[config.mk]
export PLATFORM = sky130hd
export DESIGN_NAME = epoch_seconds_to_utc_date
export DESIGN_NICKNAME = d
export VERILOG_FILES = /design/src/esud_pkg.sv /design/src/epoch_seconds_to_utc_date.sv
export VERILOG_INCLUDE_DIRS = /design/src /design/src/src
export SDC_FILE = /design/constraint.sdc
export NUM_CORES = 2
export LEC_CHECK = 0
export CORE_ASPECT_RATIO = 0.6
export CORE_UTILIZATION = 50
export CTS_CLUSTER_DIAMETER = 100
export DETAILED_ROUTE_END_ITERATION = 6
export DONT_BUFFER_PORTS = 1
export PLACE_DENSITY = 0.68
export SYNTH_ARGS = -nofsm -noshare
export SYNTH_HDL_FRONTEND = slang
export SYNTH_SLANG_ARGS = --single-unit
[constraint.sdc]
create_clock -name aclk -period 8.2 [get_ports aclk]
set_clock_uncertainty 0.1 [all_clocks]
set_input_delay 0.82 -clock aclk [delete_from_list [all_inputs] [get_ports aclk]]
set_output_delay 0.82 -clock aclk [all_outputs]
set_load 0.02 [all_outputs]
[src/epoch_seconds_to_utc_date_assert.svh]
// Assertion macros for the epoch-to-UTC date converter.
// Included by epoch_seconds_to_utc_date, which carries concurrent checks; no dependencies.
`ifndef EPOCH_SECONDS_TO_UTC_DATE_ASSERT_SVH
`define EPOCH_SECONDS_TO_UTC_DATE_ASSERT_SVH

// same-cycle implication, disabled while reset is held
`define ESUD_ASSERT_IMPL(lbl, clk, rstn, ante, cons, msg) \
    lbl: assert property (@(posedge clk) disable iff (!rstn) (ante) |-> (cons)) \
        else $error(msg);

// next-cycle implication, disabled while reset is held
`define ESUD_ASSERT_NEXT(lbl, clk, rstn, ante, cons, msg) \
    lbl: assert property (@(posedge clk) disable iff (!rstn) (ante) |=> (cons)) \
        else $error(msg);

`endif

[src/esud_pkg.sv]
// Shared constants for the epoch-to-UTC date pipeline: reciprocals for the
// constant divisions, calendar offsets and the month start table. No dependencies.
`default_nettype none

package esud_pkg;

    localparam int NSTG = 8;

    // n / 86400 = (n >> 7) / 675
    localparam int DAY_SHIFT = 7;
    localparam int DAY_ODD   = 675;
    localparam int DAY_K     = 35;
    localparam logic [25:0] DAY_RECIP =
        26'(((64'd1 << DAY_K) + 64'(DAY_ODD) - 64'd1) / 64'(DAY_ODD));

    // rem / 3600 = (rem >> 4) / 225
    localparam int HOUR_ODD = 225;
    localparam int HOUR_K   = 21;
    localparam logic [13:0] HOUR_RECIP =
        14'(((64'd1 << HOUR_K) + 64'(HOUR_ODD) - 64'd1) / 64'(HOUR_ODD));
    localparam logic [16:0] SECS_PER_HOUR = 17'd3600;

    // rem / 60 = (rem >> 2) / 15
    localparam int MIN_ODD = 15;
    localparam int MIN_K   = 14;
    localparam logic [10:0] MIN_RECIP =
        11'(((64'd1 << MIN_K) + 64'(MIN_ODD) - 64'd1) / 64'(MIN_ODD));
    localparam logic [11:0] SECS_PER_MIN = 12'd60;

    localparam int WEEK_K = 19;
    localparam logic [16:0] WEEK_RECIP = 17'(((64'd1 << WEEK_K) + 64'd6) / 64'd7);
    localparam logic [15:0] EPOCH_WDAY = 16'd4;   // Jan 1 1970 was a Thursday

    // days counted from March 1 of 1 BC
    localparam logic [19:0] EPOCH_DAY = 20'(719527 - 59);
    localparam int DAYS_PER_400Y = 146097;
    localparam int Y400_K = 47;
    localparam logic [29:0] Y400_RECIP =
        30'(((64'd1 << Y400_K) + 64'(DAYS_PER_400Y) - 64'd1) / 64'(DAYS_PER_400Y));

    localparam int CENT_K = 19;
    localparam logic [12:0] CENT_RECIP = 13'(((64'd1 << CENT_K) + 64'd99) / 64'd100);

    // (yday + 31) * 10 / 306 = ((yday + 31) * 5) / 153
    localparam int MON_ODD = 153;
    localparam int MON_K   = 18;
    localparam logic [10:0] MON_RECIP =
        11'(((64'd1 << MON_K) + 64'(MON_ODD) - 64'd1) / 64'(MON_ODD));

    localparam logic [8:0] MARCH_YDAY_LIMIT = 9'd306;

    // floor(367 * m / 12) for the March-based month index
    function automatic logic [8:0] month_start(input logic [3:0] m);
        logic [8:0] r;
        case (m)
            4'd1:    r = 9'd30;
            4'd2:    r = 9'd61;
            4'd3:    r = 9'd91;
            4'd4:    r = 9'd122;
            4'd5:    r = 9'd152;
            4'd6:    r = 9'd183;
            4'd7:    r = 9'd214;
            4'd8:    r = 9'd244;
            4'd9:    r = 9'd275;
            4'd10:   r = 9'd305;
            4'd11:   r = 9'd336;
            4'd12:   r = 9'd367;
            default: r = 9'd0;
        endcase
        return r;
    endfunction

endpackage

`default_nettype wire

[src/epoch_seconds_to_utc_date.sv]
// Converts a 32-bit Unix time beat into UTC second, minute, hour, day, month,
// year and weekday. Uses esud_pkg and epoch_seconds_to_utc_date_assert.svh.
//
// Usage:
//   Input channel s_valid/s_ready carries s_epoch_seconds, unsigned seconds
//   since 1970-01-01 00:00:00 UTC. Output channel m_valid/m_ready carries the
//   broken-down calendar fields, one result beat per input beat, in order.
//   Throughput is one beat per cycle: the work is split over 8 register
//   stages (constant reciprocal multiplies for the divisions), and a new
//   beat enters every cycle while the output is taken.
//   Each stage has its own valid bit and holds when the stage after it is
//   full and stalled, so a stall on m_ready backs up stage by stage; empty
//   stages still accept, nothing is dropped or repeated.
//   The last stage is the output register.
//   aresetn (synchronous, active low) empties the pipeline; s_ready is high
//   as soon as reset is released.
`default_nettype none
`include "epoch_seconds_to_utc_date_assert.svh"

module epoch_seconds_to_utc_date import esud_pkg::*; (
    input  wire logic        aclk,
    input  wire logic        aresetn,
    input  wire logic        s_valid,
    output logic             s_ready,
    input  wire logic [31:0] s_epoch_seconds,
    output logic             m_valid,
    input  wire logic        m_ready,
    output logic [5:0]       m_second,
    output logic [5:0]       m_minute,
    output logic [4:0]       m_hour,
    output logic [4:0]       m_day_of_month,
    output logic [3:0]       m_month,
    output logic [11:0]      m_year,
    output logic [2:0]       m_weekday
);

    logic [NSTG:1]   vld_reg;
    logic [NSTG+1:1] rdy;

    always_comb begin
        rdy[NSTG+1] = m_ready;
        for (int i = NSTG; i >= 1; i--) begin
            rdy[i] = !vld_reg[i] || rdy[i+1];
        end
    end

    always_ff @(posedge aclk) begin
        if (!aresetn) begin
            vld_reg <= '0;
        end else begin
            if (rdy[1]) vld_reg[1] <= s_valid;
            for (int i = 2; i <= NSTG; i++) begin
                if (rdy[i]) vld_reg[i] <= vld_reg[i-1];
            end
        end
    end

    assign s_ready = rdy[1];
    assign m_valid = vld_reg[NSTG];

    // ---- stage 1: day count ----
    logic [50:0] p1_prod;
    logic [15:0] p1_days_next;
    logic [15:0] p1_days_reg;
    logic [31:0] p1_secs_reg;

    always_comb begin
        p1_prod      = 51'(s_epoch_seconds[31:DAY_SHIFT]) * 51'(DAY_RECIP);
        p1_days_next = p1_prod[DAY_K+15:DAY_K];
    end

    always_ff @(posedge aclk) begin
        if (rdy[1]) begin
            p1_days_reg <= p1_days_next;
            p1_secs_reg <= s_epoch_seconds;
        end
    end

    // ---- stage 2: second of day, shifted day count, year numerator, weekday offset ----
    logic [25:0] p2_dmul;
    logic [24:0] p2_rem_hi;
    logic [16:0] p2_rem_next;
    logic [19:0] p2_days2_next;
    logic [28:0] p2_num_next;
    logic [15:0] p2_dd_next;
    logic [16:0] p2_rem_reg;
    logic [19:0] p2_days2_reg;
    logic [28:0] p2_num_reg;
    logic [15:0] p2_dd_reg;

    always_comb begin
        p2_dmul       = 26'(p1_days_reg) * 26'(DAY_ODD);
        p2_rem_hi     = p1_secs_reg[31:DAY_SHIFT] - p2_dmul[24:0];
        p2_rem_next   = {p2_rem_hi[9:0], p1_secs_reg[DAY_SHIFT-1:0]};
        p2_days2_next = 20'(p1_days_reg) + EPOCH_DAY;
        p2_num_next   = 29'(p2_days2_next + 20'd2) * 29'd400;
        p2_dd_next    = p1_days_reg + EPOCH_WDAY;
    end

    always_ff @(posedge aclk) begin
        if (rdy[2]) begin
            p2_rem_reg   <= p2_rem_next;
            p2_days2_reg <= p2_days2_next;
            p2_num_reg   <= p2_num_next;
            p2_dd_reg    <= p2_dd_next;
        end
    end

    // ---- stage 3: hour, year estimate, weekday quotient ----
    logic [26:0] p3_hprod;
    logic [58:0] p3_yprod;
    logic [32:0] p3_wprod;
    logic [4:0]  p3_hour_next;
    logic [11:0] p3_year_next;
    logic [13:0] p3_wq_next;
    logic [4:0]  p3_hour_reg;
    logic [11:0] p3_year_reg;
    logic [13:0] p3_wq_reg;
    logic [16:0] p3_rem_reg;
    logic [19:0] p3_days2_reg;
    logic [15:0] p3_dd_reg;

    always_comb begin
        p3_hprod     = 27'(p2_rem_reg[16:4]) * 27'(HOUR_RECIP);
        p3_hour_next = p3_hprod[HOUR_K+4:HOUR_K];
        p3_yprod     = 59'(p2_num_reg) * 59'(Y400_RECIP);
        p3_year_next = p3_yprod[Y400_K+11:Y400_K];
        p3_wprod     = 33'(p2_dd_reg) * 33'(WEEK_RECIP);
        p3_wq_next   = p3_wprod[WEEK_K+13:WEEK_K];
    end

    always_ff @(posedge aclk) begin
        if (rdy[3]) begin
            p3_hour_reg  <= p3_hour_next;
            p3_year_reg  <= p3_year_next;
            p3_wq_reg    <= p3_wq_next;
            p3_rem_reg   <= p2_rem_reg;
            p3_days2_reg <= p2_days2_reg;
            p3_dd_reg    <= p2_dd_reg;
        end
    end

    // ---- stage 4: second of hour, weekday, century ----
    logic [16:0] p4_hsecs;
    logic [16:0] p4_rem2_full;
    logic [16:0] p4_w7;
    logic [16:0] p4_wdiff;
    logic [24:0] p4_cprod;
    logic [11:0] p4_rem2_next;
    logic [2:0]  p4_wday_next;
    logic [5:0]  p4_cent_next;
    logic [11:0] p4_rem2_reg;
    logic [2:0]  p4_wday_reg;
    logic [5:0]  p4_cent_reg;
    logic [4:0]  p4_hour_reg;
    logic [11:0] p4_year_reg;
    logic [19:0] p4_days2_reg;

    always_comb begin
        p4_hsecs     = 17'(p3_hour_reg) * SECS_PER_HOUR;
        p4_rem2_full = p3_rem_reg - p4_hsecs;
        p4_rem2_next = p4_rem2_full[11:0];
        p4_w7        = 17'(p3_wq_reg) * 17'd7;
        p4_wdiff     = 17'(p3_dd_reg) - p4_w7;
        p4_wday_next = p4_wdiff[2:0];
        p4_cprod     = 25'(p3_year_reg) * 25'(CENT_RECIP);
        p4_cent_next = p4_cprod[CENT_K+5:CENT_K];
    end

    always_ff @(posedge aclk) begin
        if (rdy[4]) begin
            p4_rem2_reg  <= p4_rem2_next;
            p4_wday_reg  <= p4_wday_next;
            p4_cent_reg  <= p4_cent_next;
            p4_hour_reg  <= p3_hour_reg;
            p4_year_reg  <= p3_year_reg;
            p4_days2_reg <= p3_days2_reg;
        end
    end

    // ---- stage 5: minute, days before the estimated year, leap flag ----
    logic [20:0] p5_mprod;
    logic [5:0]  p5_min_next;
    logic [19:0] p5_dcount_next;
    logic [11:0] p5_ymod100;
    logic        p5_leap_next;
    logic [5:0]  p5_min_reg;
    logic [19:0] p5_dcount_reg;
    logic        p5_leap_reg;
    logic [11:0] p5_rem2_reg;
    logic [2:0]  p5_wday_reg;
    logic [4:0]  p5_hour_reg;
    logic [11:0] p5_year_reg;
    logic [19:0] p5_days2_reg;

    always_comb begin
        p5_mprod       = 21'(p4_rem2_reg[11:2]) * 21'(MIN_RECIP);
        p5_min_next    = p5_mprod[MIN_K+5:MIN_K];
        p5_dcount_next = 20'(p4_year_reg) * 20'd365 + 20'(p4_year_reg[11:2])
                         - 20'(p4_cent_reg) + 20'(p4_cent_reg[5:2]);
        p5_ymod100     = p4_year_reg - 12'(p4_cent_reg) * 12'd100;
        // divisible by 400 when the year is a whole century and the century by 4
        p5_leap_next   = (p4_year_reg[1:0] == 2'd0)
                         && ((p5_ymod100 != 12'd0) || (p4_cent_reg[1:0] == 2'd0));
    end

    always_ff @(posedge aclk) begin
        if (rdy[5]) begin
            p5_min_reg    <= p5_min_next;
            p5_dcount_reg <= p5_dcount_next;
            p5_leap_reg   <= p5_leap_next;
            p5_rem2_reg   <= p4_rem2_reg;
            p5_wday_reg   <= p4_wday_reg;
            p5_hour_reg   <= p4_hour_reg;
            p5_year_reg   <= p4_year_reg;
            p5_days2_reg  <= p4_days2_reg;
        end
    end

    // ---- stage 6: second, March-based day of year ----
    logic [11:0] p6_msecs;
    logic [11:0] p6_sdiff;
    logic [5:0]  p6_sec_next;
    logic [20:0] p6_diff;
    logic [20:0] p6_fix;
    logic [8:0]  p6_yday_next;
    logic [11:0] p6_year_next;
    logic [5:0]  p6_sec_reg;
    logic [8:0]  p6_yday_reg;
    logic [11:0] p6_year_reg;
    logic [5:0]  p6_min_reg;
    logic [4:0]  p6_hour_reg;
    logic [2:0]  p6_wday_reg;

    always_comb begin
        p6_msecs    = 12'(p5_min_reg) * SECS_PER_MIN;
        p6_sdiff    = p5_rem2_reg - p6_msecs;
        p6_sec_next = p6_sdiff[5:0];
        p6_diff     = 21'(p5_days2_reg) - 21'(p5_dcount_reg);
        p6_fix      = p6_diff + 21'd365 + 21'(p5_leap_reg);
        // estimate overshot: back up one year
        if (p6_diff[20]) begin
            p6_yday_next = p6_fix[8:0];
            p6_year_next = p5_year_reg - 12'd1;
        end else begin
            p6_yday_next = p6_diff[8:0];
            p6_year_next = p5_year_reg;
        end
    end

    always_ff @(posedge aclk) begin
        if (rdy[6]) begin
            p6_sec_reg  <= p6_sec_next;
            p6_yday_reg <= p6_yday_next;
            p6_year_reg <= p6_year_next;
            p6_min_reg  <= p5_min_reg;
            p6_hour_reg <= p5_hour_reg;
            p6_wday_reg <= p5_wday_reg;
        end
    end

    // ---- stage 7: March-based month ----
    logic [10:0] p7_mv;
    logic [21:0] p7_mprod;
    logic [3:0]  p7_mon_next;
    logic [3:0]  p7_mon_reg;
    logic [8:0]  p7_yday_reg;
    logic [11:0] p7_year_reg;
    logic [5:0]  p7_sec_reg;
    logic [5:0]  p7_min_reg;
    logic [4:0]  p7_hour_reg;
    logic [2:0]  p7_wday_reg;

    always_comb begin
        p7_mv       = (11'(p6_yday_reg) + 11'd31) * 11'd5;
        p7_mprod    = 22'(p7_mv) * 22'(MON_RECIP);
        p7_mon_next = p7_mprod[MON_K+3:MON_K];
    end

    always_ff @(posedge aclk) begin
        if (rdy[7]) begin
            p7_mon_reg  <= p7_mon_next;
            p7_yday_reg <= p6_yday_reg;
            p7_year_reg <= p6_year_reg;
            p7_sec_reg  <= p6_sec_reg;
            p7_min_reg  <= p6_min_reg;
            p7_hour_reg <= p6_hour_reg;
            p7_wday_reg <= p6_wday_reg;
        end
    end

    // ---- stage 8: day of month, calendar month and year (output register) ----
    logic [9:0]  p8_mday_full;
    logic [4:0]  p8_mday_next;
    logic [3:0]  p8_mon_next;
    logic [11:0] p8_year_next;
    logic [4:0]  p8_mday_reg;
    logic [3:0]  p8_mon_reg;
    logic [11:0] p8_year_reg;
    logic [5:0]  p8_sec_reg;
    logic [5:0]  p8_min_reg;
    logic [4:0]  p8_hour_reg;
    logic [2:0]  p8_wday_reg;

    always_comb begin
        p8_mday_full = 10'(p7_yday_reg) + 10'd31 - 10'(month_start(p7_mon_reg));
        p8_mday_next = p8_mday_full[4:0];
        // January and February belong to the next calendar year
        if (p7_yday_reg >= MARCH_YDAY_LIMIT) begin
            p8_mon_next  = p7_mon_reg - 4'd10;
            p8_year_next = p7_year_reg + 12'd1;
        end else begin
            p8_mon_next  = p7_mon_reg + 4'd2;
            p8_year_next = p7_year_reg;
        end
    end

    always_ff @(posedge aclk) begin
        if (rdy[8]) begin
            p8_mday_reg <= p8_mday_next;
            p8_mon_reg  <= p8_mon_next;
            p8_year_reg <= p8_year_next;
            p8_sec_reg  <= p7_sec_reg;
            p8_min_reg  <= p7_min_reg;
            p8_hour_reg <= p7_hour_reg;
            p8_wday_reg <= p7_wday_reg;
        end
    end

    assign m_second       = p8_sec_reg;
    assign m_minute       = p8_min_reg;
    assign m_hour         = p8_hour_reg;
    assign m_day_of_month = p8_mday_reg;
    assign m_month        = p8_mon_reg;
    assign m_year         = p8_year_reg;
    assign m_weekday      = p8_wday_reg;

    // ---- checks ----
    `ESUD_ASSERT_IMPL(a_ready_when_drained, aclk, aresetn, (!vld_reg[NSTG] || m_ready), s_ready, "input not ready although output side can move")
    `ESUD_ASSERT_NEXT(a_accept_fills_first, aclk, aresetn, (s_valid && s_ready), vld_reg[1], "accepted beat missing from first stage")
    `ESUD_ASSERT_IMPL(a_time_range, aclk, aresetn, m_valid, (m_hour <= 5'd23 && m_minute <= 6'd59 && m_second <= 6'd59), "time of day out of range")
    `ESUD_ASSERT_IMPL(a_date_range, aclk, aresetn, m_valid, (m_month >= 4'd1 && m_month <= 4'd12 && m_day_of_month != 5'd0 && m_weekday <= 3'd6), "date field out of range")

endmodule

`default_nettype wire
==> impl_metrics.yaml <==
run_status:
  status: "complete, no violations"
timing:
  holdWs_ps: 235
  worst_slew_pin_slew_ps: 1080
  layout_min_cycle_time_ps: 7820
  hold_viol_final: 0
  fmax_ghz: 0.128
  tns_ps: 0
  setup_viol: 0
  finalCritPeriodShare_pct: 95.4
  max_slew_margin_pct: 27.6
  slew_violations: 0
cells_and_area:
  diodes: 0
  area.growth.synth_to_final_pct: 6.54
  fillerInstances: 8961
  stdcell_count: 6054
  regArea_um2: 12400
  drive_above_1_share_pct: 2.86
  largest_register_ff_count: 24
  multi_input_area_um2: 36000
  post-route-cell-area_um2: 56500
  nets: 6548
floorplanning:
  initial_utilization_pct: 50.5
  die_w_um: 422
  floorplan.die_area_um2: 107000
  die_h_um: 254
  pin_count: 79
  row_count: 92
  core_um2: 105000
route:
  met3_length_um: 8080
  firstDrtPassIters: 7
  vias: 30600
  ant_nets: 0
  vias_per_cell: 5.06
  wl_per_cell_um: 17.8
  drt_iter0_markers: 1670
  wl_um: 108000
  drc: 0
  m1WireLength_um: 57400
  dr_wl_met2_um: 41100
  top_layer: "met4"
global_routing:
  grt_pass1_vias: 31900
  track_usage_pct: 20.8
  grt_pass1_wl_um: 175000
  gr-total-overflow: 0
  antenna_found_initial: 1
  grt_max_degree: 71
setup_path:
  worst_setup_path_end_kind: "register"
  worstSetupPathType: "register to register"
  worst-path-buf-inv: 4
  cpPeakStageDelay_ps: 520
  crit_fanout: 3
  crit_family: "adder cells"
  start_kind: "register"
  slowest_stage: "fa_1"
  cp_num_cells: 32
  cp.required_ps: 8570
  r2r_slack_ps: 380
  cpMostUsedCell: "ha_1"
  r2r-start: "p6_yday_reg[1]"
  cp.arrival_ps: 8190
  reg2reg_depth: 32
clock_network:
  cts_max_level: 2
  path_clk_slew_ps: 60
  clk_latency_ps: 580
  cts-root-buf: "clkbuf_16"
  clock-sinks: 418
  cts_tree: "done"
  cts_made_buffers: 44
  postCtsHoldBufs: 0
  clockBufferDepth: 3
synthesis:
  dominantRegCellSynth: "edfxtp_1"
  synth.lib_cells_used.distinct: 74
  ys_ff_latch: 418
  synth_edf_count: 405
  synth_area_um2: 53000
  synthArstFlopShare_pct: 0
  avgSynthCellArea_um2: 11.7
  ys_seq_area_share_pct: 23.4
  syn_inst: 4544
  yosysWarnings: 0
min_path:
  hold_class: "input port to register"
  holdPathEnd: "p1_secs_reg[3]"
  hold_depth: 0
  min-delay-start: "s_epoch_seconds[3]"
place:
  hpwl_um: 92600
  placed_area_um2: 54900
  port_buffers: 0
  placed_cells: 5969
  finalWeightedCongestion: 0.966
run:
  cap_violations: 0
## worst max-delay path by stage
stage	startpoint	to	slack, ps
after global routing	p6_yday_reg[1]	register	-20
after detailed placement	p6_yday_reg[0]	register	140
after CTS	p6_yday_reg[0]	register	70
after floorplan	p6_yday_reg[0]	register	380
after global placement	p6_yday_reg[2]	register	190
final	p6_yday_reg[1]	register	380
## per-stage QoR
| stage | utilization, % | worst slack [ps] |
|---|---|---|
| 6_report | 53.8 | 379 |
| 5_1_grt | 53.8 | -20.1 |
| 4_1_cts | 53.7 | 68.8 |
| 3_5_place_dp | 52.3 | 139 |
| 3_3_place_gp | 52.3 | 194 |
| 2_1_floorplan | - | 385 |
## layer usage
| layer | GRT usage, % | vias up |
|---|---|---|
| met3 | 5.31 | 86 |
| met4 | 2.90 | 0 |
| li1 | - | 14900 |
| met1 | 33.9 | 15000 |
| met2 | 27.8 | 677 |
| met5 | 0 | - |
## worst reg2reg max path, delay by kind of cell, from the launching register on
kind            cells  cell delay, ps
compound gates     12            2240
xor+xnor            2             320
fa+ha+maj           9            3200
buf+inv             4             310
flops               1             380
mux                 2             570
simple gates        3             600
## kinds of logic (layout without fill, tap and decap cells)
family          Yosys count  after routing  share of synthesized area (%)
fa+ha+maj              1904           1904                           55.3
buf+inv                1224           1320                           8.69
other cells               2              6                         0.0142
mux                      18             18                          0.349
xor+xnor                246            246                           4.07
compound gates          370            370                           4.67
simple gates            362            362                           3.48
flops                   418            418                           23.4
## cells in the final DEF, fill, tap and decap left out, types with 25 or more instances in the layout
master     instances
a21oi_1          107
clkbuf_16         45
buf_4             25
fa_1             730
xnor2_1          172
nand3_1           40
nand2_1           80
ha_1            1173
nor3_1            25
xor2_1            73
inv_1           1207
edfxtp_1         405
o21ai_0           55
nor2_1            79
a21o_1            62
## area by class of cell
class / count / area share, %
Sequential cell: 418 / 22.0
Clock buffer: 53 / 2.07
Timing Repair Buffer: 25 / 0.332
Tap cell: 1410 / 3.12
Inverter: 1213 / 8.06
Clock inverter: 29 / 0.601
Multi-Input combinational cell: 2906 / 63.8
## Yosys cell counts, types with 4 or more instances
cell type  number  area share, %
a21oi_1       110            1.0
and3_1         24           0.28
nor2_1         80           0.57
o31ai_1         5          0.071
nor2b_1        20           0.24
a21boi_0        6          0.085
xnor2_1       173            2.9
inv_1        1213            8.6
a211oi_1       12           0.17
o211ai_1       11           0.16
ha_1         1174             28
nor4_1          8          0.094
or3_1           7          0.083
a31o_2          5          0.083
a31oi_1        11           0.13
mux2i_1        14           0.26
a211o_1         4          0.066
xor2_1         73            1.2
o21bai_1       23           0.33
nand2b_1       12           0.14
nand4_1        18           0.21
o2111ai_1       4          0.066
o21ai_0        56           0.53
a21o_1         62           0.88
nand2_1        83           0.59
nor3_1         25           0.24
dfxtp_1        13           0.49
or2_2           6          0.071
and4_1          9           0.15
a2111oi_0       6          0.099
and2_1         11           0.13
nand3_1        40           0.38
o21a_1         24           0.34
nand3b_1        4          0.057
edfxtp_1      405             23
clkbuf_1        8          0.057
fa_1          730             28
## repair_timing
action | 4_1_cts | 5_1_grt
buffers inserted | 0 | 3
gates resized for setup | 0 | 12
endpoints found under the setup margin | 0 | 5
Power is left out: the tool's default activity adds up to more than one toggle a clock period on the data nets, which glitch-free logic cannot reach.
